### src/hdl/smar_pkg.sv
// ----------------------------------------------------------------------------
// Six-axis moving average package
// Shared constants, types and coefficient codes for the filter and remap.
// ----------------------------------------------------------------------------
package smar_pkg;

    localparam int WINDOW_DEPTH = 16;
    localparam int SAMPLE_BITS  = 16;
    localparam int NUM_AXES     = 6;
    localparam int MAP_BITS     = 18;
    localparam int OUT_BITS     = 18;

    localparam logic [MAP_BITS-1:0] AXIS_MAP_RESET = 18'd65608;

    localparam int DEPTH_LOG    = $clog2(WINDOW_DEPTH);
    localparam int FILL_BITS    = $clog2(WINDOW_DEPTH + 1);
    localparam int SUM_BITS     = SAMPLE_BITS + DEPTH_LOG;
    localparam int AVG_BITS     = SAMPLE_BITS + 1;
    localparam int DIV_SHIFT    = SUM_BITS + DEPTH_LOG;
    localparam int RECIP_BITS   = SUM_BITS + 1;
    localparam int PROD_BITS    = SUM_BITS + RECIP_BITS;
    localparam longint unsigned DIV_RECIP =
        ((64'd1 << DIV_SHIFT) + WINDOW_DEPTH - 1) / WINDOW_DEPTH;

    typedef logic signed [SAMPLE_BITS-1:0] sample_t;
    typedef logic signed [AVG_BITS-1:0]    avg_t;
    typedef logic signed [OUT_BITS-1:0]    out_t;

    typedef enum logic [1:0] {
        COEF_ZERO   = 2'd0,
        COEF_PLUS   = 2'd1,
        COEF_MINUS  = 2'd2,
        COEF_UNUSED = 2'd3
    } coef_code_t;

    typedef struct packed {
        logic load;
        logic running;
        logic en_b;
        logic en_c;
    } lane_ctl_t;

endpackage

### src/hdl/smar_if.sv
// ----------------------------------------------------------------------------
// Six-axis moving average channel interfaces
// Valid/ready channels for samples, results and configuration writes.
// ----------------------------------------------------------------------------
interface smar_sample_if
    import smar_pkg::*;
();
    logic    valid;
    logic    ready;
    sample_t in_acc_x;
    sample_t in_acc_y;
    sample_t in_acc_z;
    sample_t in_rate_x;
    sample_t in_rate_y;
    sample_t in_rate_z;

    modport source (output valid, in_acc_x, in_acc_y, in_acc_z,
                    in_rate_x, in_rate_y, in_rate_z, input ready);
    modport sink (input valid, in_acc_x, in_acc_y, in_acc_z,
                  in_rate_x, in_rate_y, in_rate_z, output ready);
endinterface

interface smar_result_if
    import smar_pkg::*;
();
    logic valid;
    logic ready;
    out_t avg_acc_x;
    out_t avg_acc_y;
    out_t avg_acc_z;
    out_t avg_rate_x;
    out_t avg_rate_y;
    out_t avg_rate_z;

    modport source (output valid, avg_acc_x, avg_acc_y, avg_acc_z,
                    avg_rate_x, avg_rate_y, avg_rate_z, input ready);
    modport sink (input valid, avg_acc_x, avg_acc_y, avg_acc_z,
                  avg_rate_x, avg_rate_y, avg_rate_z, output ready);
endinterface

interface smar_cfg_if
    import smar_pkg::*;
();
    logic                valid;
    logic                ready;
    logic [MAP_BITS-1:0] data;

    modport source (output valid, data, input ready);
    modport sink (input valid, data, output ready);
endinterface

### src/hdl/smar_lane.sv
// ----------------------------------------------------------------------------
// Six-axis moving average lane
// Sample history, running sum and divide by the window depth for one axis.
// ----------------------------------------------------------------------------
module smar_lane
    import smar_pkg::*;
(
    input  logic      clk,
    input  logic      rst_n,
    input  lane_ctl_t ctl,
    input  sample_t   sample,
    output avg_t      avg
);

    sample_t                    line_reg [WINDOW_DEPTH];
    logic signed [SUM_BITS-1:0] sum_reg;
    logic signed [SUM_BITS-1:0] sum_next;
    logic signed [SUM_BITS-1:0] oldest;
    logic [SUM_BITS-1:0]        mag;
    logic [PROD_BITS-1:0]       prod_reg;
    logic [PROD_BITS-1:0]       prod_next;
    logic                       neg_reg;
    logic [AVG_BITS-1:0]        quot;
    avg_t                       avg_reg;
    avg_t                       avg_next;

    always_comb
    begin
        oldest   = ctl.running ? SUM_BITS'(line_reg[WINDOW_DEPTH-1]) : '0;
        sum_next = sum_reg + SUM_BITS'(sample) - oldest;
        mag      = sum_reg[SUM_BITS-1] ? SUM_BITS'(-sum_reg) : SUM_BITS'(sum_reg);
        prod_next = PROD_BITS'(mag) * PROD_BITS'(DIV_RECIP);
        quot     = prod_reg[DIV_SHIFT +: AVG_BITS];
        avg_next = neg_reg ? avg_t'(-quot) : avg_t'(quot);
    end

    always_ff @(posedge clk)
    begin
        if (ctl.load)
        begin
            line_reg[0] <= sample;
            for (int i = 1; i < WINDOW_DEPTH; i++)
            begin
                line_reg[i] <= line_reg[i-1];
            end
        end
    end

    always_ff @(posedge clk or negedge rst_n)
    begin
        if (!rst_n)
        begin
            sum_reg <= '0;
        end
        else if (ctl.load)
        begin
            sum_reg <= sum_next;
        end
    end

    always_ff @(posedge clk)
    begin
        if (ctl.en_b)
        begin
            prod_reg <= prod_next;
            neg_reg  <= sum_reg[SUM_BITS-1];
        end
        if (ctl.en_c)
        begin
            avg_reg <= avg_next;
        end
    end

    assign avg = avg_reg;

endmodule

### src/hdl/smar_remap.sv
// ----------------------------------------------------------------------------
// Six-axis moving average remap
// Merges the six lane averages through the mounting matrix into the result.
// ----------------------------------------------------------------------------
module smar_remap
    import smar_pkg::*;
(
    input  logic                clk,
    input  logic                en,
    input  logic [MAP_BITS-1:0] axis_map,
    input  avg_t                avg [NUM_AXES],
    output out_t                res [NUM_AXES]
);

    out_t res_reg  [NUM_AXES];
    out_t res_next [NUM_AXES];

    function automatic out_t coef_term(input coef_code_t code, input avg_t value);
        out_t ext;
        ext = OUT_BITS'(value);
        case (code)
            COEF_PLUS:  return ext;
            COEF_MINUS: return -ext;
            default:    return '0;
        endcase
    endfunction

    always_comb
    begin
        for (int g = 0; g < 2; g++)
        begin
            for (int r = 0; r < 3; r++)
            begin
                res_next[3*g+r] =
                    coef_term(coef_code_t'(axis_map[2*(3*r)   +: 2]), avg[3*g])
                  + coef_term(coef_code_t'(axis_map[2*(3*r+1) +: 2]), avg[3*g+1])
                  + coef_term(coef_code_t'(axis_map[2*(3*r+2) +: 2]), avg[3*g+2]);
            end
        end
    end

    always_ff @(posedge clk)
    begin
        if (en)
        begin
            res_reg <= res_next;
        end
    end

    assign res = res_reg;

endmodule

### src/hdl/six_axis_moving_average_remap_top.sv
// ----------------------------------------------------------------------------
// Six-axis moving average with axis remap
// Boxcar average over a window of samples per axis, remapped by a matrix.
//
// The samples channel carries one six-axis reading per transaction. The
// first WINDOW_DEPTH transactions after reset only fill the window and give
// no result. Every later sample gives one transaction on the results channel
// with the six window averages, truncated toward zero and remapped by the
// axis_map matrix. The cfg channel writes axis_map; it is always ready.
// After a sample is accepted, its result is registered in turn: the running
// sum is registered at the accepting edge, and the reciprocal multiply, the
// quotient and the remap each add one registered stage.
// The block accepts one sample every cycle while results are taken. When the receiver stalls, the
// stages fill up one by one and samples keep flowing until they are full.
// Reset clears the sums, the fill count and the stage valid flags, and sets
// axis_map to its default; the window history needs no clearing because it
// is fully written during the fill phase.
// ----------------------------------------------------------------------------
module six_axis_moving_average_remap_top
    import smar_pkg::*;
(
    input  logic          clk,
    input  logic          rst_n,
    smar_sample_if.sink   samples,
    smar_result_if.source results,
    smar_cfg_if.sink      cfg
);

    logic [MAP_BITS-1:0]  axis_map_reg;
    logic [FILL_BITS-1:0] fill_cnt_reg;
    logic                 running_reg;
    logic                 a_valid_reg;
    logic                 b_valid_reg;
    logic                 c_valid_reg;
    logic                 out_valid_reg;
    logic                 out_free;
    logic                 ready_c;
    logic                 ready_b;
    logic                 ready_a;
    logic                 accept;
    lane_ctl_t            ctl;
    sample_t              lane_in  [NUM_AXES];
    avg_t                 lane_avg [NUM_AXES];
    out_t                 res      [NUM_AXES];

    assign out_free = !out_valid_reg || results.ready;
    assign ready_c  = !c_valid_reg || out_free;
    assign ready_b  = !b_valid_reg || ready_c;
    assign ready_a  = !a_valid_reg || ready_b;
    assign accept   = samples.valid && ready_a;

    assign samples.ready = ready_a;
    assign cfg.ready     = 1'b1;

    assign ctl.load    = accept;
    assign ctl.running = running_reg;
    assign ctl.en_b    = ready_b;
    assign ctl.en_c    = ready_c;

    assign lane_in[0] = samples.in_acc_x;
    assign lane_in[1] = samples.in_acc_y;
    assign lane_in[2] = samples.in_acc_z;
    assign lane_in[3] = samples.in_rate_x;
    assign lane_in[4] = samples.in_rate_y;
    assign lane_in[5] = samples.in_rate_z;

    always_ff @(posedge clk or negedge rst_n)
    begin
        if (!rst_n)
        begin
            axis_map_reg  <= AXIS_MAP_RESET;
            fill_cnt_reg  <= '0;
            running_reg   <= 1'b0;
            a_valid_reg   <= 1'b0;
            b_valid_reg   <= 1'b0;
            c_valid_reg   <= 1'b0;
            out_valid_reg <= 1'b0;
        end
        else
        begin
            if (cfg.valid)
            begin
                axis_map_reg <= cfg.data;
            end
            if (accept && !running_reg)
            begin
                fill_cnt_reg <= fill_cnt_reg + 1'b1;
                running_reg  <= (fill_cnt_reg == FILL_BITS'(WINDOW_DEPTH - 1));
            end
            if (ready_a)
            begin
                a_valid_reg <= accept && running_reg;
            end
            if (ready_b)
            begin
                b_valid_reg <= a_valid_reg;
            end
            if (ready_c)
            begin
                c_valid_reg <= b_valid_reg;
            end
            if (out_free)
            begin
                out_valid_reg <= c_valid_reg;
            end
        end
    end

    for (genvar g = 0; g < NUM_AXES; g++)
    begin : g_lane
        smar_lane u_lane (
            .clk    (clk),
            .rst_n  (rst_n),
            .ctl    (ctl),
            .sample (lane_in[g]),
            .avg    (lane_avg[g])
        );
    end

    smar_remap u_remap (
        .clk      (clk),
        .en       (out_free),
        .axis_map (axis_map_reg),
        .avg      (lane_avg),
        .res      (res)
    );

    assign results.valid      = out_valid_reg;
    assign results.avg_acc_x  = res[0];
    assign results.avg_acc_y  = res[1];
    assign results.avg_acc_z  = res[2];
    assign results.avg_rate_x = res[3];
    assign results.avg_rate_y = res[4];
    assign results.avg_rate_z = res[5];

    // A sample taken during the fill phase must never start a result.
    a_fill_no_result: assert property (@(posedge clk) disable iff (!rst_n)
        (accept && !running_reg) |=> !a_valid_reg)
        else $error("fill-phase sample produced a result");

    // The fill count stops at the window depth.
    a_fill_bound: assert property (@(posedge clk) disable iff (!rst_n)
        fill_cnt_reg <= FILL_BITS'(WINDOW_DEPTH))
        else $error("fill count beyond window depth");

    // Once the window is full the block stays in the running phase.
    a_running_sticky: assert property (@(posedge clk) disable iff (!rst_n)
        running_reg |=> running_reg)
        else $error("running phase left without reset");

    // Input back-pressure only arises from a full pipeline.
    a_stall_cause: assert property (@(posedge clk) disable iff (!rst_n)
        !samples.ready |-> (a_valid_reg && b_valid_reg && c_valid_reg
                            && out_valid_reg && !results.ready))
        else $error("input stalled with room in the pipeline");

endmodule

### src/flat_wrapper.sv
// flat-port wrapper written by rule: the top's interface ports become plain ports
module six_axis_moving_average_remap_top_flat import smar_pkg::*;
  (clk, rst_n, samples_valid, samples_in_acc_x, samples_in_acc_y, samples_in_acc_z, samples_in_rate_x, samples_in_rate_y, samples_in_rate_z, samples_ready, results_valid, results_avg_acc_x, results_avg_acc_y, results_avg_acc_z, results_avg_rate_x, results_avg_rate_y, results_avg_rate_z, results_ready, cfg_valid, cfg_data, cfg_ready);
  smar_sample_if samples_i ();
  smar_result_if results_i ();
  smar_cfg_if cfg_i ();
  input  logic clk;
  input  logic rst_n;
  input wire logic [$bits(samples_i.valid)-1:0] samples_valid;
  input wire logic [$bits(samples_i.in_acc_x)-1:0] samples_in_acc_x;
  input wire logic [$bits(samples_i.in_acc_y)-1:0] samples_in_acc_y;
  input wire logic [$bits(samples_i.in_acc_z)-1:0] samples_in_acc_z;
  input wire logic [$bits(samples_i.in_rate_x)-1:0] samples_in_rate_x;
  input wire logic [$bits(samples_i.in_rate_y)-1:0] samples_in_rate_y;
  input wire logic [$bits(samples_i.in_rate_z)-1:0] samples_in_rate_z;
  output wire logic [$bits(samples_i.ready)-1:0] samples_ready;
  output wire logic [$bits(results_i.valid)-1:0] results_valid;
  output wire logic [$bits(results_i.avg_acc_x)-1:0] results_avg_acc_x;
  output wire logic [$bits(results_i.avg_acc_y)-1:0] results_avg_acc_y;
  output wire logic [$bits(results_i.avg_acc_z)-1:0] results_avg_acc_z;
  output wire logic [$bits(results_i.avg_rate_x)-1:0] results_avg_rate_x;
  output wire logic [$bits(results_i.avg_rate_y)-1:0] results_avg_rate_y;
  output wire logic [$bits(results_i.avg_rate_z)-1:0] results_avg_rate_z;
  input wire logic [$bits(results_i.ready)-1:0] results_ready;
  input wire logic [$bits(cfg_i.valid)-1:0] cfg_valid;
  input wire logic [$bits(cfg_i.data)-1:0] cfg_data;
  output wire logic [$bits(cfg_i.ready)-1:0] cfg_ready;
  assign samples_i.valid = samples_valid;
  assign samples_i.in_acc_x = samples_in_acc_x;
  assign samples_i.in_acc_y = samples_in_acc_y;
  assign samples_i.in_acc_z = samples_in_acc_z;
  assign samples_i.in_rate_x = samples_in_rate_x;
  assign samples_i.in_rate_y = samples_in_rate_y;
  assign samples_i.in_rate_z = samples_in_rate_z;
  assign samples_ready = samples_i.ready;
  assign results_valid = results_i.valid;
  assign results_avg_acc_x = results_i.avg_acc_x;
  assign results_avg_acc_y = results_i.avg_acc_y;
  assign results_avg_acc_z = results_i.avg_acc_z;
  assign results_avg_rate_x = results_i.avg_rate_x;
  assign results_avg_rate_y = results_i.avg_rate_y;
  assign results_avg_rate_z = results_i.avg_rate_z;
  assign results_i.ready = results_ready;
  assign cfg_i.valid = cfg_valid;
  assign cfg_i.data = cfg_data;
  assign cfg_ready = cfg_i.ready;
  six_axis_moving_average_remap_top u_core (.clk(clk), .rst_n(rst_n), .samples(samples_i), .results(results_i), .cfg(cfg_i));
endmodule
### config.mk
export PLATFORM = sky130hd
export DESIGN_NAME = six_axis_moving_average_remap_top_flat
export DESIGN_NICKNAME = d
export VERILOG_FILES = /design/src/hdl/smar_pkg.sv /design/src/hdl/smar_if.sv /design/src/hdl/smar_lane.sv /design/src/hdl/smar_remap.sv /design/src/hdl/six_axis_moving_average_remap_top.sv /design/src/flat_wrapper.sv
export SDC_FILE = /design/constraint.sdc
export NUM_CORES = 2
export LEC_CHECK = 0
export BUFFER_PORTS_ARGS = -buffer_cell sky130_fd_sc_hd__buf_4
export CORE_MARGIN = 4
export CORE_UTILIZATION = 45
export CTS_CLUSTER_DIAMETER = 40
export DETAILED_ROUTE_END_ITERATION = 10
export PLACE_DENSITY = 0.68
export SYNTH_ARGS = -nofsm -noshare
export SYNTH_HDL_FRONTEND = slang
export SYNTH_SLANG_ARGS = --single-unit
### constraint.sdc
create_clock -name clk -period 133.8 [get_ports clk]
set_clock_uncertainty 0.05 [all_clocks]
set_input_delay 26.76 -clock clk [delete_from_list [all_inputs] [get_ports clk]]
set_output_delay 26.76 -clock clk [all_outputs]
set_load 0.005 [all_outputs]
# --- Word level (Yosys, flattened, before mapping) ---
# Memories as Yosys holds them, arrays and structs flattened.
# Index checks and enable logic that the tools add are counted.
op_classes:
  addsub: 43
  eq_ne: 19
  muxes: 38
  reduce_logical: 12
ops:
  columns: ["op", "n"]
  rows:
  - ["$pmux W18 S2", 18]
  - ["$add A18 B18 Y18", 12]
  - ["$add A20 B16 Y20", 6]
  - ["$mux W20", 6]
  - ["$neg A20 Y20", 6]
  - ["$sub A20 B20 Y20", 6]
  - ["$mux W19", 6]
  - ["$neg A17 Y18", 6]
  - ["$neg A16 Y17", 6]
  - ["$mux W16", 6]
  - ["$eq A2 B1 Y1 const B", 9]
  - ["$eq A2 B2 Y1 const B", 9]
  - ["$add A5 B1 Y5 const B", 1]
  - ["$eq A5 B4 Y1 const B", 1]
  - ["$logic_not A1 Y1", 5]
  - ["$logic_or A1 B1 Y1", 4]
  - ["$logic_and A1 B1 Y1", 3]
  - ["$mux W1", 2]
totals:
  ff_bits: 484
  mem_bits_rw: 1536
  in_bits: 119
  output_inout_bits: 111
  elab_cells: 167
  n_memories: 6
mem_list:
  columns: ["name", "depth", "width", "read_ports", "rd_clocked_by_memory_dff", "wr", "line_no", "text"]
  rows:
  - ["u_core.g_lane[0].u_lane.line_reg", 16, 16, 16, 0, 16, "smar_lane.sv:15", "sample_t line_reg [WINDOW_DEPTH];"]
  - ["u_core.g_lane[1].u_lane.line_reg", 16, 16, 16, 0, 16, "smar_lane.sv:15", null]
  - ["u_core.g_lane[2].u_lane.line_reg", 16, 16, 16, 0, 16, "smar_lane.sv:15", null]
  - ["u_core.g_lane[3].u_lane.line_reg", 16, 16, 16, 0, 16, "smar_lane.sv:15", null]
  - ["u_core.g_lane[4].u_lane.line_reg", 16, 16, 16, 0, 16, "smar_lane.sv:15", null]
  - ["u_core.g_lane[5].u_lane.line_reg", 16, 16, 16, 0, 16, "smar_lane.sv:15", null]

# --- Depth between registers and ports, before layout ---
logic_depth:
  word_depth: 8
  ltp_mapped: 19
  ltp_nobuf: 19

# --- By module ---
# Synthesis repeated with hierarchy kept, for this count alone.
unflattened:
  cells_unflattened: 6615
  area_unflattened_um2: 90800.8
modules_own_cells:
  columns: ["mod", "instances", "cells_per_inst", "area_per_inst_um2"]
  rows:
  - ["smar_lane at u_core.g_lane[0].u_lane ...", 4, 672, 11695.0]
  - ["smar_remap", 1, 2491, 19383.6]
  - ["smar_lane at u_core.g_lane[1].u_lane", 1, 681, 11751.3]
  - ["smar_lane at u_core.g_lane[2].u_lane", 1, 679, 11747.5]
  - ["six_axis_moving_average_remap_top", 1, 76, 1138.6]

# --- Worst setup path before layout ---
# OpenSTA, ideal clock, no wires.
synth_path:
  path_kind: "input to register"
  from: "in results_ready"
  to: "reg u_core.g_lane[1].u_lane.sum_reg[0]"
  setup_time_ps: 1905
  t_arrival_ps: 70106
  path_slack_ps: 61740
  cell_stages: 8
  path_buffers: 3
  path_cell_list: "nor2b_1 > nand4_1 > nand2_1 > clkbuf_1 > inv_1 > clkbuf_1 > clkbuf_1 > o21ai_0"
synth_via:
  elab_chain_cells: 5
synth_lines:
  columns: ["element", "line_no", "text"]
  rows:
  - ["start: declaration", "flat_wrapper.sv:24", "input wire logic [$bits(results_i.ready)-1:0] results_ready;"]
  - ["$logic_or A1 B1 Y1", "six_axis_moving_average_remap_top.sv:46", "assign out_free = !out_valid_reg || results.ready;"]
  - ["$logic_or A1 B1 Y1", "six_axis_moving_average_remap_top.sv:47", "assign ready_c = !c_valid_reg || out_free;"]
  - ["$logic_or A1 B1 Y1", "six_axis_moving_average_remap_top.sv:48", "assign ready_b = !b_valid_reg || ready_c;"]
  - ["$logic_or A1 B1 Y1", "six_axis_moving_average_remap_top.sv:49", "assign ready_a = !a_valid_reg || ready_b;"]
  - ["net samples_ready", "flat_wrapper.sv:16", "output wire logic [$bits(samples_i.ready)-1:0] samples_ready;"]
  - ["$logic_and A1 B1 Y1", "six_axis_moving_average_remap_top.sv:50", "assign accept = samples.valid && ready_a;"]
  - ["net u_core.accept", "six_axis_moving_average_remap_top.sv:40", "logic accept;"]
  - ["end signal: assignment", "smar_lane.sv:57", "sum_reg <= sum_next;"]
  - ["end: declaration", "smar_lane.sv:16", "logic signed [SUM_BITS-1:0] sum_reg;"]
# The timed path passes the listed nets, and every way through them passes these cells.
# A chain may end at the register's enable or synchronous reset.

# --- Worst setup path in the final report ---
layout_path:
  from: "in results_ready"
  to: "out samples_ready"
layout_via:
  elab_chain_cells: 4
layout_lines:
  columns: ["element", "line_no"]
  rows:
  - ["$logic_or A1 B1 Y1", "six_axis_moving_average_remap_top.sv:46"]
  - ["$logic_or A1 B1 Y1", "six_axis_moving_average_remap_top.sv:47"]
  - ["$logic_or A1 B1 Y1", "six_axis_moving_average_remap_top.sv:48"]
  - ["$logic_or A1 B1 Y1", "six_axis_moving_average_remap_top.sv:49"]
  - ["end: declaration", "flat_wrapper.sv:16"]
# Every way passes these cells.

==> flow_summary_export.csv <==
group,metric,value,unit
worst_setup_path,worstPathCellList,"buf_4 -> nor2b_1 -> nand4_1 -> buf_4",
route,wl_per_cell,19.1,µm
clock_network,cts_root_buffer,"clkbuf_16",
global_routing,grt_first_pass_wirelength,282,mm
timing,slew-limit-headroom,11.4,%
global_routing,antenna_found_initial,8,
yosys,netlist_area,0.0891,mm²
cells_and_area,fillerInstances,16100,
worst_setup_path,path_buf_inv,2,
die,initial_utilization,45.2,%
yosys,synth_edf_count,1848,
worst_setup_path,r2r_end,"u_core.g_lane[1].u_lane.line_reg[0][23]$_DFFE_PP_",
pwr,p_switching,0.777,mW
die,die_area,0.205,mm²
global_routing,grt_pass1_vias,48900,
clock_network,cts_setup_buffers,0,
timing,setup-tns-final,0,ps
die,core,0.197,mm²
pwr,leakage,40.6,nW
timing,max_freq,0.0183,GHz
cells_and_area,fin_nets,7341,
clock_network,cts-resized-gates,0,
worst_setup_path,cp.arrival,27970,ps
yosys,synth_seq_cells,1996,
pwr,internal-power,1.56,mW
yosys,ys_seq_area_share,66.4,%
clock_network,path_clk_slew,60,ps
clock_network,cts_buffers,280,
timing,setup_viol,0,
timing,period_share,40.9,%
clock_network,holdBufCountCts,0,
worst_hold_path,min_to,"u_core.g_lane[1].u_lane.line_reg[0][53]$_DFFE_PP_",
yosys,ys.flop_type,"edfxtp_1",
die,num_io_pins,230,
yosys,synth_top_area_share,62.3,%
route,vias_per_cell,5.18,
timing,min_period,54780,ps
worst_setup_path,path_class,"in -> out",
pwr,p_per_area,22.7,mW/mm²
placed_design,port_buffers,228,
yosys,async_reset_ff_share,7.41,%
yosys,syn_avg_cell_area,13.9,µm²
worst_hold_path,hold_depth,0,
clock_network,clock-sinks,1996,
timing,maxSlewViolCount,0,
worst_setup_path,cp_slowest_cell,"nor2b_1",
yosys,syn_inst,6410,
cells_and_area,area_growth,15.3,%
worst_setup_path,worst-path-max-fanout,5,
worst_setup_path,critPathTopFamily,"simple AND/OR/NAND/NOR gates",
worst_setup_path,endpoint_kind,"output port",
worst_setup_path,cp-start-kind,"input port",
yosys,yosys-top-cells-area,"edfxtp_1, fa_1, dfrtp_1",
run,drv_cap,0,
placed_design,place_congestion,0.894,
pwr,comb_power_share,30.4,%
timing,tightest_slew,1320,ps
cells_and_area,design_area,0.103,mm²
global_routing,track_usage,17.7,%
clock_network,cts_max_path_buffers,4,
yosys,yosysTopAreaCell,"edfxtp_1",
worst_hold_path,hold_path_startpoint,"u_core.g_lane[1].u_lane.line_reg[0][37]$_DFFE_PP_",
route,initialDrtViolationCount,4264,
clock_network,cts_tree,"built",
clock_network,cts_htree_levels,5,
route,vias,49700,
worst_setup_path,reg2reg_from,"u_core.results.valid$_DFFE_PN0P_",
worst_setup_path,reg2regPathDepth,10,
route,dr.pass1.iters,6,
clock_network,clk_latency,920,ps
die,num_rows,163,
route,ant_nets,0,
pwr,clock_power_share,30.1,%
pwr,seq_power_share,39.4,%
worst_setup_path,crit_top_cell,"buf_4",
die,die_h,453,µm
placed_design,place_hpwl,126,mm
global_routing,grt_max_degree,209,
cells_and_area,largest_reg_flops,1536,
route,drcViolationCount,0,
timing,rsz0062_at_grt,"false",
placed_design,dpl-instance-area,0.0938,mm²
pwr,switching_share,33.3,%
outcome,status,"finished, final reports clean",
worst_hold_path,hold_class,"reg -> reg",
die,die_w,453,µm
timing,hold_viol,0,
global_routing,grt_overflow,0,
cells_and_area,drive_gt1_share,13.9,%
route,routed_wl,183,mm
yosys,synthesis.nets,7005,
worst_setup_path,required,106990,ps
yosys,yosys_warnings,0,
worst_setup_path,reg2reg_slack,126110,ps
pwr,vdd_ir_drop_max,0.0159,mV
worst_setup_path,cpPeakStageDelay,530,ps
yosys,synth_cell_types,78,
power groups by stage:
stage,clock [mW],combinational [mW],sequential (mW)
5_1_grt,0.752,0.799,0.932
3_5_place_dp,0,0.704,0.931
3_3_place_gp,0,0.687,0.925
4_1_cts,0.724,0.710,0.919
2_1_floorplan,0,0.536,0.918
6_report,0.703,0.710,0.920
worst max path at each step:
| stage | start | cells past startpoint | slack, ps | endpoint |
|---|---|---|---|---|
| finish | results_ready | 4 | 79020 | samples_ready |
| global route | results_ready | 4 | 78920 | samples_ready |
| CTS | results_ready | 4 | 79000 | samples_ready |
| detailed placement | results_ready | 4 | 79020 | samples_ready |
| global placement | results_ready | 4 | 79060 | samples_ready |
| floorplan | results_ready | 8 | 61740 | u_core.g_lane[1].u_lane.sum_reg[0]$_DFFE_PN0P_ |
Yosys cell counts, drive strengths merged, types with 45 or more instances:
cell type  instances
a22oi            158
nand2            402
nor2             211
mux2i             45
xnor2            297
fa               222
dfrtp            145
o21ai            267
a21oi            266
and2             102
o31ai             52
nand2b            95
ha               254
xor2              95
or3               50
clkbuf           195
inv              706
nor3              86
or2              201
nand3             59
nor3b             53
a21o             157
edfxtp          1848
stage by stage:
stage | power [mW] | utilization (%) | worst slack (ps) | hold WS [ps] | cells
floorplan | 1.45 | - | 61740 | 350 | 6410
global placement | 1.61 | 47.6 | 79060 | 350 | 9104
detailed placement | 1.63 | 47.6 | 79020 | 355 | 9104
CTS | 2.35 | 52.1 | 79000 | 302 | 9585
global route | 2.48 | 52.1 | 78920 | 306 | 9586
finish | 2.33 | 52.1 | 79020 | 311 | 9587
cells in the final DEF, fill, tap and decap left out, types with 35 or more instances in the layout:
master / n
a21oi_1: 266
mux2i_1: 45
clkbuf_16: 283
nand3_1: 58
o31ai_1: 49
xnor2_1: 297
inv_6: 36
nand2b_1: 92
ha_1: 247
nor3_1: 84
and2_1: 102
a22oi_1: 158
o21bai_1: 35
edfxtp_1: 1848
nand2_1: 400
nor2_1: 211
inv_1: 704
fa_1: 222
or3_1: 41
a21o_1: 157
o21ai_0: 264
or2_2: 201
nor3b_1: 52
buf_4: 276
dfrtp_1: 144
xor2_1: 95
logic make-up after synthesis:
family | share of synthesized area [%]
AOI/OAI and AO/OA | 8.15
xor gates and xnor gates | 3.85
adders and majority gates | 8.55
buffers and inverters | 3.93
DFF | 66.4
muxes | 0.670
other | 0.00421
and+or+nand+nor | 8.42
layer usage:
layer / GRT usage (%) / wire (µm)
met5: 0 / 0
met4: 7.05 / 6700
met3: 3.12 / 10000
met2: 26.2 / 79800
met1: 26.1 / 86800
worst reg2reg max path, stage by stage (launching register included):
cell     delay (ps)
dfrtp_1         370
nor2b_1         240
nand4_1         250
nand2_4         360
inv_8           810
buf_12          840
buf_12          860
buf_4           810
buf_4           810
buf_4           960
buf_4           900
final cells by class:
type,instances,area (µm²),share of cell area (%)
Antenna cell,2,5.00,0.00487
Clock buffer,317,7210,7.02
Clock inverter,164,1780,1.73
Inverter,706,2660,2.59
Multi-Input combinational cell,3482,26500,25.8
Sequential cell,1996,59200,57.6
Tap cell,2640,3300,3.21
Timing Repair Buffer,280,2140,2.09
(Power assumes the default switching activity.)
